### config.mk
export PLATFORM = sky130hd
export DESIGN_NAME = wnmm_ctrl
export DESIGN_NICKNAME = d
export VERILOG_FILES = /design/src/rtl/wnmm_pkg.sv /design/src/rtl/wnmm_ctrl.sv
export SDC_FILE = /design/constraint.sdc
export NUM_CORES = 1
export LEC_CHECK = 0
export ABC_AREA = 1
export ABC_CLOCK_PERIOD_IN_PS = 980
export BUFFER_PORTS_ARGS = -buffer_cell sky130_fd_sc_hd__buf_4
export CAP_MARGIN = 20
export CORE_AREA = 4 4 41 43
export DETAILED_ROUTE_END_ITERATION = 6
export DIE_AREA = 0 0 45 47
export PLACE_DENSITY = 0.67
export SYNTH_ARGS = -nofsm -noshare
export SYNTH_HDL_FRONTEND = slang
export SYNTH_SLANG_ARGS = --single-unit
### constraint.sdc
create_clock -name clock -period 0.98 [get_ports clock]
set_input_delay 0.049 -clock clock [delete_from_list [all_inputs] [get_ports clock]]
set_output_delay 0.049 -clock clock [all_outputs]
set_load 0.02 [all_outputs]
### src/rtl/wnmm_pkg.sv
package wnmm_pkg;

   localparam int MaxWindow = 256;
   localparam int AddrWidth = $clog2(MaxWindow);
   localparam int CountWidth = AddrWidth + 1;
   localparam int SampleWidth = 16;
   localparam int LengthWidth = 9;
   localparam logic [LengthWidth-1:0] LengthReset = LengthWidth'(64);

   typedef enum logic [5:0] {
      ST_IDLE    = 6'b000001,
      ST_INS_RD  = 6'b000010,
      ST_INS_CMP = 6'b000100,
      ST_FINISH  = 6'b001000,
      ST_MED     = 6'b010000,
      ST_EMIT    = 6'b100000
   } state_type;

   typedef struct packed {
      logic load;
      logic ins_rd;
      logic ins_shift;
      logic ins_place;
      logic med_rd;
      logic emit;
      logic clear;
   } cmd_type;

   typedef struct packed {
      logic sample_zero;
      logic pos_zero;
      logic rdata_gt;
      logic window_full;
      logic rec_end;
      logic out_free;
   } status_type;

endpackage

### src/rtl/wnmm_ctrl.sv
module wnmm_ctrl
   import wnmm_pkg::*;
(
   input  logic       clock,
   input  logic       reset,
   input  logic       req_valid,
   output logic       req_ready,
   input  status_type status,
   output cmd_type    cmd
);

   state_type state_ff, state_in;

   always_ff @(posedge clock) begin
      if (reset) begin
         state_ff <= ST_IDLE;
      end else begin
         state_ff <= state_in;
      end
   end

   assign req_ready = (state_ff == ST_IDLE);

   always_comb begin
      state_in = state_ff;
      cmd = '0;
      case (state_ff)
         ST_IDLE: begin
            if (req_valid) begin
               cmd.load = 1'b1;
               state_in = ST_INS_RD;
            end
         end
         ST_INS_RD: begin
            if (status.sample_zero) begin
               state_in = ST_FINISH;
            end else if (status.pos_zero) begin
               cmd.ins_place = 1'b1;
               state_in = ST_FINISH;
            end else begin
               cmd.ins_rd = 1'b1;
               state_in = ST_INS_CMP;
            end
         end
         ST_INS_CMP: begin
            if (status.rdata_gt) begin
               cmd.ins_shift = 1'b1;
               state_in = ST_INS_RD;
            end else begin
               cmd.ins_place = 1'b1;
               state_in = ST_FINISH;
            end
         end
         ST_FINISH: begin
            if (status.window_full) begin
               cmd.med_rd = 1'b1;
               state_in = ST_MED;
            end else begin
               cmd.clear = status.rec_end;
               state_in = ST_IDLE;
            end
         end
         ST_MED: begin
            state_in = ST_EMIT;
         end
         ST_EMIT: begin
            if (status.out_free) begin
               cmd.emit = 1'b1;
               cmd.clear = 1'b1;
               state_in = ST_IDLE;
            end
         end
         default: begin
            state_in = ST_IDLE;
         end
      endcase
   end

`ifndef ASSERT_OFF
   a_onehot: assert property (@(posedge clock) disable iff (reset) $onehot(state_ff))
      else $error("state register not one-hot");
   a_cmp_after_rd: assert property (@(posedge clock) disable iff (reset)
      state_ff == ST_INS_CMP |-> $past(state_ff) == ST_INS_RD)
      else $error("compare without read");
   a_emit_free: assert property (@(posedge clock) disable iff (reset)
      cmd.emit |-> status.out_free)
      else $error("emit into busy output");
   a_accept_busy: assert property (@(posedge clock) disable iff (reset)
      cmd.load |=> state_ff != ST_IDLE)
      else $error("accept did not start work");
`endif

endmodule

==> results of run 1 <==
[placed cells by master (no fill, tap or decap), types with 2 or more instances in the layout]
master    instances
nor2_1            7
nor2_4            6
buf_6             3
nand3_1           2
nor2_2            3
dfxtp_4           2
nand2_1           8
nand3_2           3
clkbuf_4          3
nand2_2           3
inv_2             5
inv_1             9
dfxtp_2           3
buf_4            25
[metal layers]
layer / track usage (%) / vias up
li1: - / 256
met1: 14.35 / 202
met2: 18.93 / 16
met3: 5.364 / 5
met4: 10.53 / 0
met5: 0 / -
[worst max-delay path, stage by stage, from the launching register on]
cell and delay (ns):
dfxtp_4 0.36, nor2_4 0.14, buf_4 0.14, nand3_4 0.11, o32ai_4 0.12, buf_6 0.15
[layout make-up]
| class | instances | area share, % |
|---|---|---|
| multi-input combinational | 42 | 41.52 |
| sequential | 6 | 16.96 |
| timing repair buffer | 28 | 28.59 |
| inverter | 15 | 7.593 |
| tap | 15 | 2.423 |
| clock buffer | 3 | 2.908 |
[logic make-up after synthesis]
logic type             count (synthesis)  synth area share [%]
DFF                                    6                 28.24
AOI/OAI and AO/OA                      5                 8.531
and+or+nand+nor                       37                 50.00
buffers and inverters                 15                 13.23
[what timing repair did]
item | CTS | global route
setup buffers | 3 | 3
pin swaps | 4 | 8
endpoints found under the setup margin | 13 | 13
gates resized for setup | 12 | 4
[how the worst max path moves through the flow]
stage | to | slack, ns
after global routing | cmd[6] | -0.46
final | cmd[3] | -0.35
after floorplan | state_ff[0]$_SDFFE_PP1P_ | -0.10
after CTS | cmd[6] | -0.36
after global placement | cmd[3] | -0.17
after detailed placement | cmd[3] | -0.21
[power by group through the flow]
stage / Clock [mW] / Combinational, mW / Sequential (mW)
final: 0.243 / 0.455 / 0.312
after global routing: 0.256 / 0.499 / 0.319
after CTS: 0.247 / 0.408 / 0.305
after detailed placement: 0 / 0.382 / 0.302
after global placement: 0 / 0.376 / 0.301
after floorplan: 0 / 0.236 / 0.300
==> flow_metrics.env, run 1 <==
export IMPL_status="complete, but fails checks"
export IMPL_violations="negative setup slack"
export IMPL_hold_class="in -> reg"
export IMPL_num_vias=479
export IMPL_ys_flop_type="dfxtp_1"
export IMPL_min_period_over_period_pct=135.6
export IMPL_cp_start_kind="flop"
export IMPL_dp_hpwl_microns=788.4
export IMPL_largest_reg_flops=6
export IMPL_multi_input_area_sq_um=321.6
export IMPL_rsz0062_at_grt="true"
export IMPL_internal_power_uw=638.1
export IMPL_power_mw=1.010
export IMPL_instances_no_fill=109
export IMPL_synth_async_sr_flop_share_pct=0
export IMPL_design_area_sq_um=774.5
export IMPL_setup_worst_path_start="state_ff[0]$_SDFFE_PP1P_"
export IMPL_antenna_found_initial=0
export IMPL_critical_path_arrival_ns=1.28
export IMPL_cp_max_fo=4
export IMPL_worstHoldEndpoint="state_ff[2]$_SDFFE_PP0P_"
export IMPL_place_ws_ns=-0.2128
export IMPL_reg2reg_depth=8
export IMPL_synth_top_area_share_pct=28.24
export IMPL_clk_pin_slew_ns=0.05
export IMPL_synth_seq_cells=6
export IMPL_hold_viol_final=0
export IMPL_synth_area_leaders="dfxtp_1 28%, inv_1 9.7%, nand2_1 7.9%, nor2_4 7.9%, nor2_2 7.4%"
export IMPL_drc_errors=0
export IMPL_syn_nets=72
export IMPL_via_per_inst=4.394
export IMPL_top_regs="state_ff (6)"
export IMPL_hold_start="reset"
export IMPL_holdWs_ns=0.01855
export IMPL_finalWorstSetupSlack_ns=-0.3491
export IMPL_setup_viol=13
export IMPL_clockBufferDepth=2
export IMPL_p_sw_uw=371.6
export IMPL_min_period_ns=1.329
export IMPL_slew_limit_headroom_pct=86.22
export IMPL_num_antenna_cells=0
export IMPL_tritoncts="built"
export IMPL_fp_dieW_microns=45
export IMPL_wl_met1_microns=456
export IMPL_drv_cap=0
export IMPL_hold_buffers=0
export IMPL_met2_length_microns=491
export IMPL_ys_seq_area_share_pct=28.24
export IMPL_drtIter0Drc=8
export IMPL_synth_most_common_cell="inv_1"
export IMPL_synth_avg_cell_area_sq_um=6.753
export IMPL_clock_latency_ns=0.25
export IMPL_cts_made_buffers=3
export IMPL_pwr_share_seq_pct=30.9
export IMPL_ios=17
export IMPL_skew_ns=0.006617
export IMPL_ant_nets=0
export IMPL_final_core_util_pct=59.52
export IMPL_whs_path_depth=2
export IMPL_fmaxAchievable_ghz=0.7524
export IMPL_tightest_slew_ns=0.2067
export IMPL_ff_latch_area_sq_um=131.4
export IMPL_netSwitchingFraction_pct=36.80
export IMPL_h_tree_depth=1
export IMPL_power_density_mw_per_mm2=1304
export IMPL_fillCellCount=119
export IMPL_syn_area_sq_um=425.4
export IMPL_vdd_drop_max_mv=0.6925
export IMPL_place_area_sq_um=651.9
export IMPL_tns_ns=-3.108
export IMPL_start_util_pct=32.69
export IMPL_final_max_slew_viol_count=0
export IMPL_r2r_slack_ns=-0.17
export IMPL_endpoint_kind="output pin"
export IMPL_drive_above_1_share_pct=68.09
export IMPL_globalRouteTotalUtil_pct=12.81
export IMPL_port_buffers=16
export IMPL_synth_warnings=0
export IMPL_r2r_start="state_ff[3]$_SDFFE_PP0P_"
export IMPL_root_buffer="clkbuf_4"
export IMPL_regMostFlops="state_ff"
export IMPL_syn_to_final_growth_pct=82.06
export IMPL_die_height_microns=47
export IMPL_place_congestion=0.7618
export IMPL_grt_overflow=0
export IMPL_cp_required_ns=0.93
export IMPL_dp_cells=100
export IMPL_synth_distinct_cells=17
export IMPL_p_comb_share_pct=45.0
export IMPL_synth_edf_count=0
export IMPL_die_area_sq_mm=0.002115
export IMPL_leakagePower_nw=0.3770
export IMPL_rows=13
export IMPL_crit_type="reg -> out"
export IMPL_synth_commonest_cells="11 x inv_1, 9 x nand2_1, 8 x nor2_1"
export IMPL_top_layer="met4"
export IMPL_p_clk_share_pct=24.0
export IMPL_grt_max_degree=7
export IMPL_core_sq_mm=0.001301
export IMPL_grt_pass1_vias=450
export IMPL_final_nets=105
export IMPL_r2r_end="state_ff[0]$_SDFFE_PP1P_"
export IMPL_route_met3_wl_microns=89
export IMPL_firstDrtPassIters=2
export IMPL_clock_sinks=6
export IMPL_grt_pass1_wl_microns=1835
export IMPL_synth_largest_area_cell="dfxtp_1"
export IMPL_wirelength_microns=1073
export IMPL_wire_per_inst_microns=9.844
export IMPL_syn_inst=63
Power figures use the tool's default switching activity.
==> run 2: changes to the inputs <==
==> config.mk (replaced) <==
export PLATFORM = sky130hd
export DESIGN_NAME = wnmm_ctrl
export DESIGN_NICKNAME = d
export VERILOG_FILES = /design/src/rtl/wnmm_pkg.sv /design/src/rtl/wnmm_ctrl.sv
export SDC_FILE = /design/constraint.sdc
export NUM_CORES = 1
export LEC_CHECK = 0
export ABC_AREA = 0
export ABC_CLOCK_PERIOD_IN_PS = 980
export BUFFER_PORTS_ARGS = -buffer_cell sky130_fd_sc_hd__buf_2
export CAP_MARGIN = 20
export CORE_AREA = 4 4 41 43
export DETAILED_ROUTE_END_ITERATION = 6
export DIE_AREA = 0 0 45 47
export PLACE_DENSITY = 0.65
export SYNTH_ARGS = -nofsm -noshare
export SYNTH_HDL_FRONTEND = slang
export SYNTH_SLANG_ARGS = --single-unit
==> run 2 against run 1 <==
  * The run still ends with negative setup slack left
  * Synthesized cell count down 22%
  * First-iteration DRC count down 38%
  * Clock skew down 0.0044 ns
  * Critical endpoint is now state_ff[1]$_SDFFE_PP0P_
  * Core utilization up 4.1 points
  * Critical path depth unchanged
  * Highest routed layer is now met3
  * Setup slack worse by 0.39 ns
==> flow_metrics.env, run 2 <==
export IMPL_status="complete, but fails checks"
export IMPL_violations="negative setup slack"
export IMPL_dp_hpwl_microns=957.3
export IMPL_synth_simple_area_share_pct=41.98
export IMPL_syn_to_final_growth_pct=104.3
export IMPL_grt_max_degree=9
export IMPL_clock_latency_ns=0.24
export IMPL_cp_start_kind="flop"
export IMPL_cp_max_fo=4
export IMPL_synth_seq_cells=6
export IMPL_synth_edf_count=0
export IMPL_leakagePower_nw=0.4152
export IMPL_largest_reg_flops=6
export IMPL_synth_xor_area_share_pct=0
export IMPL_vdd_drop_max_mv=1.124
export IMPL_place_area_sq_um=660.6
export IMPL_ys_seq_area_share_pct=29.63
export IMPL_synth_compound_gate_area_share_pct=23.77
export IMPL_grt_overflow=0
export IMPL_syn_inst=49
export IMPL_synth_commonest_cells="6 x dfxtp_1, 5 x nor2_1, 5 x nor3_1"
export IMPL_power_mw=1.113
export IMPL_final_core_util_pct=63.65
export IMPL_place_congestion=0.7257
export IMPL_drc_errors=0
export IMPL_grt_pass1_vias=488
export IMPL_via_per_inst=4.856
export IMPL_port_buffers=16
export IMPL_skew_ns=0.002234
export IMPL_mostFrequentLayoutCells="17 x buf_4, 11 x buf_6, 10 x buf_2"
export IMPL_fillCellCount=112
export IMPL_synth_area_leaders="dfxtp_1 30%, nor3_1 6.2%, o41a_4 5.2%, nor2_1 4.6%, o21ai_0 3.7%"
export IMPL_wire_per_inst_microns=11.89
export IMPL_hold_viol_final=0
export IMPL_clk_pin_slew_ns=0.04
export IMPL_tightest_slew_ns=0.4773
export IMPL_synth_top_family_by_area="simple AND/OR/NAND/NOR gates"
export IMPL_wirelength_microns=1237
export IMPL_synth_distinct_cells=27
export IMPL_synth_async_sr_flop_share_pct=0
export IMPL_cts_made_buffers=3
export IMPL_hold_class="in -> reg"
export IMPL_final_max_slew_viol_count=0
export IMPL_syn_area_sq_um=405.4
export IMPL_die_area_sq_mm=0.002115
export IMPL_num_antenna_cells=0
export IMPL_synth_mux_area_share_pct=0
export IMPL_finalWorstSetupSlack_ns=-0.7380
export IMPL_ys_flop_type="dfxtp_1"
export IMPL_fp_dieW_microns=45
export IMPL_ff_latch_area_sq_um=123.9
export IMPL_instances_no_fill=104
export IMPL_min_period_over_period_pct=175.3
export IMPL_multi_input_area_sq_um=346.6
export IMPL_synth_warnings=0
export IMPL_final_nets=100
export IMPL_synthAdderAreaFrac_pct=0
export IMPL_top_regs="state_ff (6)"
export IMPL_hold_buffers=0
export IMPL_synth_avg_cell_area_sq_um=8.273
export IMPL_ios=17
export IMPL_dp_cells=95
export IMPL_regMostFlops="state_ff"
export IMPL_die_height_microns=47
export IMPL_synth_top_area_share_pct=29.63
export IMPL_cp_required_ns=1.11
export IMPL_firstDrtPassIters=4
export IMPL_tritoncts="built"
export IMPL_syn_nets=58
export IMPL_ant_nets=0
export IMPL_design_area_sq_um=828.3
export IMPL_clock_sinks=6
export IMPL_endpoint_kind="flop"
export IMPL_num_vias=505
export IMPL_layout_commonest_cell="buf_4"
export IMPL_synth_most_common_cell="dfxtp_1"
export IMPL_grt_pass1_wl_microns=2070
export IMPL_synth_largest_area_cell="dfxtp_1"
export IMPL_power_density_mw_per_mm2=1344
export IMPL_rsz0062_at_grt="true"
export IMPL_root_buffer="clkbuf_4"
export IMPL_drtIter0Drc=5
export IMPL_antenna_found_initial=0
export IMPL_drive_above_1_share_pct=68.54
export IMPL_core_sq_mm=0.001301
export IMPL_clockBufferDepth=2
export IMPL_crit_type="reg -> reg"
export IMPL_slew_limit_headroom_pct=67.78
export IMPL_fmaxAchievable_ghz=0.5821
export IMPL_h_tree_depth=1
export IMPL_globalRouteTotalUtil_pct=13.23
export IMPL_critical_path_arrival_ns=1.85
export IMPL_start_util_pct=31.15
export IMPL_drv_cap=0
export IMPL_min_period_ns=1.718
export IMPL_rows=13
export IMPL_setup_viol=14
-- run 2: path summary, 6_finish.rpt --
| kind | startpoint | end | slack, ns | depth (start not counted) |
|---|---|---|---|---|
| setup / recovery | state_ff[2]$_SDFFE_PP0P_ | state_ff[1]$_SDFFE_PP0P_ | -0.74 | 5 |
| hold / removal | status[5] | state_ff[2]$_SDFFE_PP0P_ | 0.05 | 2 |
| setup reg to reg | state_ff[2]$_SDFFE_PP0P_ | state_ff[1]$_SDFFE_PP0P_ | -0.74 | 5 |
| hold reg to reg | state_ff[2]$_SDFFE_PP0P_ | state_ff[0]$_SDFFE_PP1P_ | 0.68 | 3 |
-- run 2: kinds of logic after synthesis --
family                 Yosys count
AO/OA/AOI/OAI                   11
flip-flops                       6
AND/OR/NAND/NOR                 27
buffers and inverters            5
-- run 2: through the flow --
stage	hold slack, ns	setup TNS, ns	setup WS, ns
2_1_floorplan	0.1207	-5.574	-0.5864
3_3_place_gp	0.2982	-6.156	-0.5872
3_5_place_dp	0.3007	-6.236	-0.6046
4_1_cts	0.04439	-7.941	-0.6969
5_1_grt	0.05661	-9.712	-0.8052
6_report	0.05263	-8.837	-0.7380
-- run 2: worst max-delay path, cell delays in order (launching register included) --
cell and delay, ns:
dfxtp_2 0.32, or4b_4 0.54, buf_4 0.15, o41a_4 0.37, nand2b_4 0.09, o21ba_1 0.14
-- run 2: cell type report --
type                    count  area share (%)
clock buffers               3           2.719
inverters                   4           1.813
multi-input cells          38           41.84
flip-flops and latches      6           14.95
repair buffers             38           36.40
well taps                  15           2.266
-- run 2: layer usage --
layer / GRT usage [%] / vias up / wire length (microns)
li1: - / 264 / -
met1: 16.51 / 228 / 517
met2: 22.60 / 13 / 665
met3: 3.448 / 0 / 54
met4: 3.509 / 0 / 0
met5: 0 / - / 0
-- run 2: report_power, final --
part	leakage [nW]	switching, mW	internal, mW	total, mW
sequential	0.0502	0.0177	0.267	0.285
combinational	0.351	0.238	0.374	0.611
clock	0.0138	0.0793	0.138	0.217
-- run 2: timing repair --
action	in CTS	in global routing
endpoints found under the setup margin	14	14
buffers inserted	3	3
gates resized for setup	24	5
pin swaps	11	6
